$ cat config.mk
export PLATFORM = sky130hd
export DESIGN_NAME = quicksort_engine
export DESIGN_NICKNAME = d
export VERILOG_FILES = /design/src/rtl/core/qs_pkg.sv /design/src/rtl/core/quicksort_engine.sv /design/src/rtl/core/qs_datapath.sv /design/src/rtl/core/qs_ctrl.sv
export SDC_FILE = /design/constraint.sdc
export NUM_CORES = 2
export LEC_CHECK = 0
export BUFFER_PORTS_ARGS = -buffer_cell sky130_fd_sc_hd__buf_4
export CORE_ASPECT_RATIO = 0.9
export CORE_UTILIZATION = 40
export DETAILED_ROUTE_END_ITERATION = 12
export PLACE_DENSITY = 0.6
export SYNTH_ARGS = -nofsm -noshare
export SYNTH_HDL_FRONTEND = slang
export SYNTH_HIERARCHICAL = 1
export SYNTH_SLANG_ARGS = --single-unit
$ cat constraint.sdc
create_clock -name clk -period 6.2 [get_ports clk]
set_input_delay 1.86 -clock clk [delete_from_list [all_inputs] [get_ports clk]]
set_output_delay 1.86 -clock clk [all_outputs]
set_load 0.02 [all_outputs]
$ cat src/rtl/core/qs_pkg.sv
// ----------------------------------------------------------------------------
// qs_pkg
// Shared types and constants for the quicksort engine: controller states,
// datapath operations and the status group the datapath returns.
// ----------------------------------------------------------------------------
`default_nettype none

package qs_pkg;

  localparam int unsigned DEPTH_DEF = 64;

  typedef enum logic [3:0] {
    ST_LOAD,
    ST_START,
    ST_POP,
    ST_RANGE,
    ST_PIVOT,
    ST_CMP,
    ST_SWAP_A,
    ST_SWAP_B,
    ST_FIN,
    ST_FIX_A,
    ST_FIX_B,
    ST_PUSH_L,
    ST_EMIT_RD,
    ST_EMIT_OUT
  } state_t;

  typedef enum logic [3:0] {
    OP_IDLE,
    OP_LOAD,
    OP_START,
    OP_POP,
    OP_RANGE,
    OP_PIVOT,
    OP_CMP,
    OP_SWAP_A,
    OP_SWAP_B,
    OP_FIN,
    OP_FIX_A,
    OP_FIX_B,
    OP_PUSH_L,
    OP_EMIT_INIT,
    OP_EMIT_OUT
  } dp_op_t;

  typedef struct packed {
    logic top_zero;     // range stack empty
    logic range_empty;  // popped range has fewer than two elements
    logic is_less;      // element read is below the pivot
    logic k_at_hi;      // scan index reached the end of the range
    logic out_free;     // output register can take a beat
    logic emit_last;    // element being emitted is the final one
  } dp_status_t;

endpackage

`default_nettype wire

$ cat src/rtl/core/quicksort_engine.sv
// ----------------------------------------------------------------------------
// quicksort_engine
// Collects signed values, sorts them ascending with an in-place quicksort
// and streams the sorted set out with a last flag and a dropped-input flag.
// ----------------------------------------------------------------------------
// Loading takes one beat per cycle; values beyond DEPTH are dropped and mark
// every result of the set with overflow. The beat with in_last_item starts
// the sort, and no input is taken until the final result is in the output
// register. Sorting works on an element memory with one read and one write
// port: each range is popped, its first element taken as pivot, every further
// element compared against it and each smaller one exchanged with the entry at
// the split point in two writes; the pivot is then put in place and the two
// subranges pushed. Emission fetches each value before it enters the output
// register; an output stall during the fetch costs nothing since the output
// register holds one beat while the next value is fetched.
`default_nettype none

module quicksort_engine #(
  parameter int unsigned DEPTH = qs_pkg::DEPTH_DEF
) (
  input  wire logic               clk,
  input  wire logic               rst_n,
  input  wire logic               in_valid,
  output logic                    in_ready,
  input  wire logic signed [31:0] in_value,
  input  wire logic               in_last_item,
  output logic                    out_valid,
  input  wire logic               out_ready,
  output logic signed [31:0]      out_sorted_value,
  output logic                    out_last_out,
  output logic                    out_overflow
);

  qs_pkg::dp_op_t     op;
  qs_pkg::dp_status_t status;

  qs_ctrl u_ctrl (
    .clk          (clk),
    .rst_n        (rst_n),
    .in_valid     (in_valid),
    .in_last_item (in_last_item),
    .in_ready     (in_ready),
    .status       (status),
    .op           (op)
  );

  qs_datapath #(
    .DEPTH (DEPTH)
  ) u_datapath (
    .clk              (clk),
    .rst_n            (rst_n),
    .op               (op),
    .status           (status),
    .in_value         (in_value),
    .out_valid        (out_valid),
    .out_ready        (out_ready),
    .out_sorted_value (out_sorted_value),
    .out_last_out     (out_last_out),
    .out_overflow     (out_overflow)
  );

endmodule

`default_nettype wire

$ cat src/rtl/core/qs_datapath.sv
// ----------------------------------------------------------------------------
// qs_datapath
// Element store, range stack, partition registers and the output register.
// Carries out one operation per cycle as commanded by the controller.
// ----------------------------------------------------------------------------
`default_nettype none

module qs_datapath #(
  parameter int unsigned DEPTH = qs_pkg::DEPTH_DEF
) (
  input  wire logic               clk,
  input  wire logic               rst_n,
  input  wire qs_pkg::dp_op_t     op,
  output qs_pkg::dp_status_t      status,
  input  wire logic signed [31:0] in_value,
  output logic                    out_valid,
  input  wire logic               out_ready,
  output logic signed [31:0]      out_sorted_value,
  output logic                    out_last_out,
  output logic                    out_overflow
);

  localparam int unsigned IW = (DEPTH > 1) ? $clog2(DEPTH) : 1;
  localparam int unsigned CW = $clog2(DEPTH + 1);
  localparam logic [CW-1:0] DEPTH_C = CW'(DEPTH);
  localparam logic [CW-1:0] ONE_C = CW'(1);

  // memories
  logic signed [31:0] elem_mem [DEPTH];
  logic [2*IW-1:0]    stk_mem [DEPTH];
  logic signed [31:0] mem_rd_r;
  logic [2*IW-1:0]    stk_rd_r;

  logic               mem_we;
  logic [IW-1:0]      mem_wa;
  logic signed [31:0] mem_wd;
  logic [IW-1:0]      mem_ra;
  logic               stk_we;
  logic [IW-1:0]      stk_wa;
  logic [2*IW-1:0]    stk_wd;
  logic [IW-1:0]      stk_ra;

  // control and working registers
  logic [CW-1:0]      count_r, count_nxt;
  logic               dropped_r, dropped_nxt;
  logic [CW-1:0]      top_r, top_nxt;
  logic [IW-1:0]      lo_r, lo_nxt;
  logic [IW-1:0]      hi_r, hi_nxt;
  logic [IW-1:0]      k_r, k_nxt;
  logic [CW-1:0]      split_r, split_nxt;
  logic signed [31:0] pivot_r, pivot_nxt;
  logic signed [31:0] tmp_r, tmp_nxt;
  logic               out_valid_r, out_valid_nxt;
  logic signed [31:0] out_value_r, out_value_nxt;
  logic               out_last_r, out_last_nxt;
  logic               out_ovf_r, out_ovf_nxt;

  logic [IW-1:0]      pop_lo;
  logic [IW-1:0]      pop_hi;
  logic [IW-1:0]      k_inc;
  logic               push_r_ok;
  logic               push_l_ok;

  assign pop_lo = stk_rd_r[2*IW-1:IW];
  assign pop_hi = stk_rd_r[IW-1:0];
  assign k_inc  = k_r + IW'(1);
  assign stk_ra = IW'(top_r - ONE_C);

  assign push_r_ok = ((split_r + ONE_C) < CW'(hi_r)) && (top_r < DEPTH_C);
  assign push_l_ok = (split_r > (CW'(lo_r) + ONE_C)) && (top_r < DEPTH_C);

  assign status.top_zero    = (top_r == '0);
  assign status.range_empty = (pop_lo >= pop_hi);
  assign status.is_less     = (mem_rd_r < pivot_r);
  assign status.k_at_hi     = (k_r == hi_r);
  assign status.out_free    = !out_valid_r || out_ready;
  assign status.emit_last   = ((CW'(k_r) + ONE_C) == count_r);

  always_comb begin
    count_nxt     = count_r;
    dropped_nxt   = dropped_r;
    top_nxt       = top_r;
    lo_nxt        = lo_r;
    hi_nxt        = hi_r;
    k_nxt         = k_r;
    split_nxt     = split_r;
    pivot_nxt     = pivot_r;
    tmp_nxt       = tmp_r;
    out_value_nxt = out_value_r;
    out_last_nxt  = out_last_r;
    out_ovf_nxt   = out_ovf_r;
    out_valid_nxt = out_valid_r && !out_ready;
    mem_we        = 1'b0;
    mem_wa        = k_r;
    mem_wd        = mem_rd_r;
    mem_ra        = k_r;
    stk_we        = 1'b0;
    stk_wa        = IW'(top_r);
    stk_wd        = {lo_r, hi_r};

    unique case (op)
      qs_pkg::OP_IDLE: begin
      end
      qs_pkg::OP_LOAD: begin
        if (count_r < DEPTH_C) begin
          mem_we    = 1'b1;
          mem_wa    = IW'(count_r);
          mem_wd    = in_value;
          count_nxt = count_r + ONE_C;
        end else begin
          dropped_nxt = 1'b1;
        end
      end
      qs_pkg::OP_START: begin
        stk_we  = 1'b1;
        stk_wa  = '0;
        stk_wd  = {IW'(0), IW'(count_r - ONE_C)};
        top_nxt = (count_r > ONE_C) ? ONE_C : '0;
      end
      qs_pkg::OP_POP: begin
        top_nxt = top_r - ONE_C;
      end
      qs_pkg::OP_RANGE: begin
        lo_nxt = pop_lo;
        hi_nxt = pop_hi;
        mem_ra = pop_lo;
      end
      qs_pkg::OP_PIVOT: begin
        pivot_nxt = mem_rd_r;
        k_nxt     = lo_r + IW'(1);
        split_nxt = CW'(lo_r) + ONE_C;
        mem_ra    = lo_r + IW'(1);
      end
      qs_pkg::OP_CMP: begin
        if (status.is_less) begin
          // fetch the entry at the split point for the exchange
          tmp_nxt = mem_rd_r;
          mem_ra  = IW'(split_r);
        end else begin
          mem_ra = k_inc;
          if (!status.k_at_hi) begin
            k_nxt = k_inc;
          end
        end
      end
      qs_pkg::OP_SWAP_A: begin
        mem_we = 1'b1;
        mem_wa = k_r;
        mem_wd = mem_rd_r;
      end
      qs_pkg::OP_SWAP_B: begin
        mem_we    = 1'b1;
        mem_wa    = IW'(split_r);
        mem_wd    = tmp_r;
        split_nxt = split_r + ONE_C;
        mem_ra    = k_inc;
        if (!status.k_at_hi) begin
          k_nxt = k_inc;
        end
      end
      qs_pkg::OP_FIN: begin
        split_nxt = split_r - ONE_C;
        mem_ra    = IW'(split_r - ONE_C);
      end
      qs_pkg::OP_FIX_A: begin
        mem_we = 1'b1;
        mem_wa = lo_r;
        mem_wd = mem_rd_r;
      end
      qs_pkg::OP_FIX_B: begin
        // pivot lands at its final place, right part goes on the stack first
        mem_we = 1'b1;
        mem_wa = IW'(split_r);
        mem_wd = pivot_r;
        if (push_r_ok) begin
          stk_we  = 1'b1;
          stk_wd  = {IW'(split_r + ONE_C), hi_r};
          top_nxt = top_r + ONE_C;
        end
      end
      qs_pkg::OP_PUSH_L: begin
        if (push_l_ok) begin
          stk_we  = 1'b1;
          stk_wd  = {lo_r, IW'(split_r - ONE_C)};
          top_nxt = top_r + ONE_C;
        end
      end
      qs_pkg::OP_EMIT_INIT: begin
        k_nxt = '0;
      end
      qs_pkg::OP_EMIT_OUT: begin
        if (status.out_free) begin
          out_valid_nxt = 1'b1;
          out_value_nxt = mem_rd_r;
          out_last_nxt  = status.emit_last;
          out_ovf_nxt   = dropped_r;
          if (status.emit_last) begin
            count_nxt   = '0;
            dropped_nxt = 1'b0;
          end else begin
            k_nxt = k_inc;
          end
        end
      end
      default: begin
      end
    endcase
  end

  always_ff @(posedge clk) begin
    if (mem_we) begin
      elem_mem[mem_wa] <= mem_wd;
    end
    mem_rd_r <= elem_mem[mem_ra];
    if (stk_we) begin
      stk_mem[stk_wa] <= stk_wd;
    end
    stk_rd_r <= stk_mem[stk_ra];
  end

  always_ff @(posedge clk) begin
    if (!rst_n) begin
      count_r     <= '0;
      dropped_r   <= 1'b0;
      top_r       <= '0;
      out_valid_r <= 1'b0;
    end else begin
      count_r     <= count_nxt;
      dropped_r   <= dropped_nxt;
      top_r       <= top_nxt;
      out_valid_r <= out_valid_nxt;
    end
  end

  always_ff @(posedge clk) begin
    lo_r        <= lo_nxt;
    hi_r        <= hi_nxt;
    k_r         <= k_nxt;
    split_r     <= split_nxt;
    pivot_r     <= pivot_nxt;
    tmp_r       <= tmp_nxt;
    out_value_r <= out_value_nxt;
    out_last_r  <= out_last_nxt;
    out_ovf_r   <= out_ovf_nxt;
  end

  assign out_valid        = out_valid_r;
  assign out_sorted_value = out_value_r;
  assign out_last_out     = out_last_r;
  assign out_overflow     = out_ovf_r;

endmodule

`default_nettype wire

$ cat src/rtl/core/qs_ctrl.sv
// ----------------------------------------------------------------------------
// qs_ctrl
// Sequencer for loading, partitioning and emission. Issues one datapath
// operation per cycle and branches on the datapath status.
// ----------------------------------------------------------------------------
`default_nettype none

module qs_ctrl (
  input  wire logic               clk,
  input  wire logic               rst_n,
  input  wire logic               in_valid,
  input  wire logic               in_last_item,
  output logic                    in_ready,
  input  wire qs_pkg::dp_status_t status,
  output qs_pkg::dp_op_t          op
);

  qs_pkg::state_t state_r, state_nxt;

  always_ff @(posedge clk) begin
    if (!rst_n) begin
      state_r <= qs_pkg::ST_LOAD;
    end else begin
      state_r <= state_nxt;
    end
  end

  always_comb begin
    state_nxt = state_r;
    op        = qs_pkg::OP_IDLE;
    in_ready  = 1'b0;
    unique case (state_r)
      qs_pkg::ST_LOAD: begin
        in_ready = 1'b1;
        if (in_valid) begin
          op = qs_pkg::OP_LOAD;
          if (in_last_item) begin
            state_nxt = qs_pkg::ST_START;
          end
        end
      end
      qs_pkg::ST_START: begin
        op        = qs_pkg::OP_START;
        state_nxt = qs_pkg::ST_POP;
      end
      qs_pkg::ST_POP: begin
        if (status.top_zero) begin
          op        = qs_pkg::OP_EMIT_INIT;
          state_nxt = qs_pkg::ST_EMIT_RD;
        end else begin
          op        = qs_pkg::OP_POP;
          state_nxt = qs_pkg::ST_RANGE;
        end
      end
      qs_pkg::ST_RANGE: begin
        op        = qs_pkg::OP_RANGE;
        state_nxt = status.range_empty ? qs_pkg::ST_POP : qs_pkg::ST_PIVOT;
      end
      qs_pkg::ST_PIVOT: begin
        op        = qs_pkg::OP_PIVOT;
        state_nxt = qs_pkg::ST_CMP;
      end
      qs_pkg::ST_CMP: begin
        op = qs_pkg::OP_CMP;
        if (status.is_less) begin
          state_nxt = qs_pkg::ST_SWAP_A;
        end else if (status.k_at_hi) begin
          state_nxt = qs_pkg::ST_FIN;
        end
      end
      qs_pkg::ST_SWAP_A: begin
        op        = qs_pkg::OP_SWAP_A;
        state_nxt = qs_pkg::ST_SWAP_B;
      end
      qs_pkg::ST_SWAP_B: begin
        op        = qs_pkg::OP_SWAP_B;
        state_nxt = status.k_at_hi ? qs_pkg::ST_FIN : qs_pkg::ST_CMP;
      end
      qs_pkg::ST_FIN: begin
        op        = qs_pkg::OP_FIN;
        state_nxt = qs_pkg::ST_FIX_A;
      end
      qs_pkg::ST_FIX_A: begin
        op        = qs_pkg::OP_FIX_A;
        state_nxt = qs_pkg::ST_FIX_B;
      end
      qs_pkg::ST_FIX_B: begin
        op        = qs_pkg::OP_FIX_B;
        state_nxt = qs_pkg::ST_PUSH_L;
      end
      qs_pkg::ST_PUSH_L: begin
        op        = qs_pkg::OP_PUSH_L;
        state_nxt = qs_pkg::ST_POP;
      end
      qs_pkg::ST_EMIT_RD: begin
        state_nxt = qs_pkg::ST_EMIT_OUT;
      end
      qs_pkg::ST_EMIT_OUT: begin
        op = qs_pkg::OP_EMIT_OUT;
        if (status.out_free) begin
          state_nxt = status.emit_last ? qs_pkg::ST_LOAD : qs_pkg::ST_EMIT_RD;
        end
      end
      default: begin
        state_nxt = qs_pkg::ST_LOAD;
      end
    endcase
  end

endmodule

`default_nettype wire

==> results.py <==
metrics = {
    "cts": {
        "clock_path_buffers": 4,
        "cts_sinks": 3003,
        "cts-root-buf": "clkbuf_16",
        "cts_made_buffers": 303,
        "h-tree-depth": 5,
        "clk_pin_slew_worst_paths_ps": 60,
        "cts_tree": "done",
        "clk-insertion-delay-late_ps": 880,
    },
    "min_path": {
        "min_path_type": "flop to flop",
    },
    "timing": {
        "clock_skew_ps": 72.5,
        "setup_viol": 0,
        "max_freq_ghz": 0.169,
        "worst_pin_slew_ps": 1370,
        "slew_headroom_pct": 7.70,
        "min_period_ps": 5900,
        "drv_slew": 0,
        "final_hold_viol_count": 0,
        "tns_ps": 0,
        "post-route-period-util_pct": 95.2,
    },
    "critical_path": {
        "cp.required_ps": 6930,
        "cpLargestDelayFamily": "simple AND/OR/NAND/NOR gates",
        "max_stage_delay_ps": 540,
        "cp_slowest_cell": "or3_1",
        "crit_path_max_fanout": 20,
        "crit_chain": "or3_1 -> or3b_2 -> nor2_1 -> buf_4 -> o21ai_0 -> a221oi_2 -> nand2b_2 -> buf_12 -> o22ai_1 -> nand2_1 -> and3_1 -> nand3b_1 -> mux2_8 -> nand2_8 -> buf_12 -> buf_12 -> buf_4 -> a211oi_1 -> a31oi_1 -> a22oi_1 -> nand4_1 -> or3_1",
        "r2r_slack_ps": 300,
        "critical_path_arrival_ps": 6630,
        "path_common_cell": "buf_12",
        "worstRegToRegCells": 22,
        "critical_path_class": "flop to flop",
        "rr_startpoint": "u_datapath/top_r[3]",
        "endpoint_kind": "flop",
        "path_buf_inv": 5,
        "endpoint": "u_datapath/mem_rd_r[29]",
        "critPathLaunchType": "flop",
        "crit_cells": 22,
        "crit_start": "u_datapath/top_r[3]",
        "r2r_end": "u_datapath/mem_rd_r[29]",
    },
    "placed_design": {
        "portBuffers": 72,
        "dp_hpwl_mm": 230,
        "placed_area_sq_mm": 0.132,
        "routabilityCongestion": 0.905,
    },
    "flow_run": {
        "maxCapViolations": 0,
    },
    "route": {
        "drt_iter0_markers": 10300,
        "route.met3.wl_mm": 33.1,
        "dr_wl_met2_mm": 172,
        "drt_wl_total_mm": 371,
        "met1Wirelength_mm": 150,
        "viasPerCell": 5.93,
        "top_layer_used": "met5",
        "wl_per_cell_microns": 29.1,
        "ant_nets": 0,
        "drc": 0,
        "drt_pass1_iterations": 8,
        "via_count": 75600,
    },
    "yosys": {
        "synth_fp_nets": 8103,
        "yosysSeqAreaShare_pct": 74.6,
        "yosys_warnings": 6,
        "synth_seq_cells": 3003,
        "synth_ff_type": "edfxtp_1",
        "netlist_area_sq_mm": 0.120,
        "synthDistinctLibCells": 75,
        "synth-edff-count": 2939,
        "avgSynthCellArea_sq_um": 15.0,
        "syn_inst": 8008,
        "async_flop_share_pct": 0,
    },
    "die": {
        "fp.dieH_microns": 522,
        "start_util_pct": 40.3,
        "num_rows": 190,
        "dieArea_sq_mm": 0.302,
        "pin_count": 73,
        "die_x_microns": 580,
        "coreArea_sq_mm": 0.298,
    },
    "global_routing": {
        "grt_max_degree": 117,
        "grt.total_usage_pct": 24.2,
        "grt_overflow_total": 0,
        "grt_pass1_wl_mm": 529,
        "grt_pass1_vias": 72400,
        "antenna_found_initial": 20,
    },
    "finish": {
        "fill_cells": 25500,
        "layout.cells.most_common": "edfxtp_1",
        "nNetsFinal": 8650,
        "synthToLayoutAreaGrowth_pct": 17.6,
        "final_area_sq_mm": 0.141,
        "drive_gt1_share_pct": 18.3,
        "mostFrequentLayoutCells": "2,939 x edfxtp_1, 1,537 x nand2_1, 706 x nand3_1",
        "final_util_pct": 47.4,
    },
    "status": {
        "outcome": "complete, no violations",
    },
}
==> Yosys cell counts (27+ instances only) <==
| cell type | number | share of area [%] |
|---|---|---|
| edfxtp_1 | 2939 | 73 |
| mux4_2 | 252 | 4.7 |
| a311oi_1 | 105 | 0.77 |
| inv_1 | 65 | 0.20 |
| nand3_1 | 710 | 3.0 |
| mux2i_1 | 71 | 0.59 |
| buf_1 | 76 | 0.24 |
| dfxtp_1 | 64 | 1.1 |
| and3_1 | 284 | 1.5 |
| a211oi_1 | 256 | 1.6 |
| a222oi_1 | 32 | 0.27 |
| a2111oi_0 | 59 | 0.43 |
| o21ai_0 | 117 | 0.49 |
| nor2_1 | 211 | 0.66 |
| nand4_1 | 74 | 0.39 |
| a22oi_1 | 35 | 0.22 |
| a21oi_1 | 106 | 0.44 |
| nor3_1 | 27 | 0.11 |
| clkbuf_1 | 318 | 0.99 |
| buf_2 | 129 | 0.54 |
| a31oi_1 | 109 | 0.57 |
| nand2_1 | 1569 | 4.9 |
| ha_1 | 58 | 0.60 |
==> registers in the layout, summed over array words and instances, names as in the netlist, 7 cells and up <==
signal and cells:
u_datapath/elem_mem 2048, u_datapath/tmp_r 32, u_datapath/stk_mem 768, u_datapath/stk_rd_r 12, u_datapath/pivot_r 32, u_datapath/mem_rd_r 32, u_datapath/split_r 7, u_datapath/out_sorted_value 32
u_datapath/top_r 7, u_datapath/count_r 7
==> stage by stage <==
stage,setup WS (ps),instances,hold WS (ps)
2_1_floorplan,118,8008,408
4_1_cts,41.7,12700,448
3_3_place_gp,-196,12200,425
6_report,297,12800,447
3_5_place_dp,-167,12200,440
5_1_grt,-3.76,12700,474
==> cell families after synthesis <==
logic type      after synthesis  share of synthesized area, %
flops                      3003                          74.6
xor+xnor                     43                         0.314
mux                         327                          5.36
buf+inv                     603                          2.07
compound gates              975                          5.88
simple gates               2999                          11.2
fa+ha+maj                    58                         0.604
==> routing by layer <==
metal / global-route usage (%) / up-vias
met5: 0 / -
met4: 10.1 / 6
met3: 3.63 / 705
met2: 37.9 / 4042
met1: 33.8 / 38700
li1: - / 32200
==> worst min-delay path by stage <==
| stage | cells past startpoint | to | from | slack [ps] |
|---|---|---|---|---|
| after global placement | 0 | u_datapath/hi_r[5] | u_datapath/stk_rd_r[5] | 420 |
| final | 0 | u_datapath/hi_r[4] | u_datapath/stk_rd_r[4] | 450 |
| after CTS | 0 | u_datapath/hi_r[4] | u_datapath/stk_rd_r[4] | 450 |
| after floorplan | 0 | u_datapath/hi_r[1] | u_datapath/stk_rd_r[1] | 410 |
| after global routing | 0 | u_datapath/hi_r[3] | u_datapath/stk_rd_r[3] | 470 |
| after detailed placement | 0 | u_datapath/hi_r[4] | u_datapath/stk_rd_r[4] | 440 |
==> area by class of cell <==
class                      instances  area, sq um  share of cell area (%)
multi-input combinational       4402        29100                    20.6
inverter                          65          244                   0.173
clock inverter                   139         1300                   0.921
antenna                           31         77.6                  0.0550
tap                             3936         4920                    3.49
clock buffer                     395         8180                    5.79
sequential                      3003        89500                    63.4
timing repair buffer             780         7830                    5.55
==> worst reg2reg max path, cell delays in order, from the launching register on <==
cell and delay, ps:
dfxtp_1 310, or3_1 390, or3b_2 530, nor2_1 170, buf_4 180, o21ai_0 100, a221oi_2 360, nand2b_2 260
buf_12 170, o22ai_1 100, nand2_1 150, and3_1 200, nand3b_1 150, mux2_8 320, nand2_8 210, buf_12 240
buf_12 210, buf_4 190, a211oi_1 250, a31oi_1 70, a22oi_1 270, nand4_1 370, or3_1 550
==> what timing repair did <==
item	in CTS	in global routing
resized for setup	1	14
setup endpoints to repair	1	14
pin swaps	0	2
buffers inserted	0	2
gates cloned	0	0
hold buffers	0	0
Power is left out: the tool's default activity adds up to more than one toggle a clock period on the data nets, which glitch-free logic cannot reach.
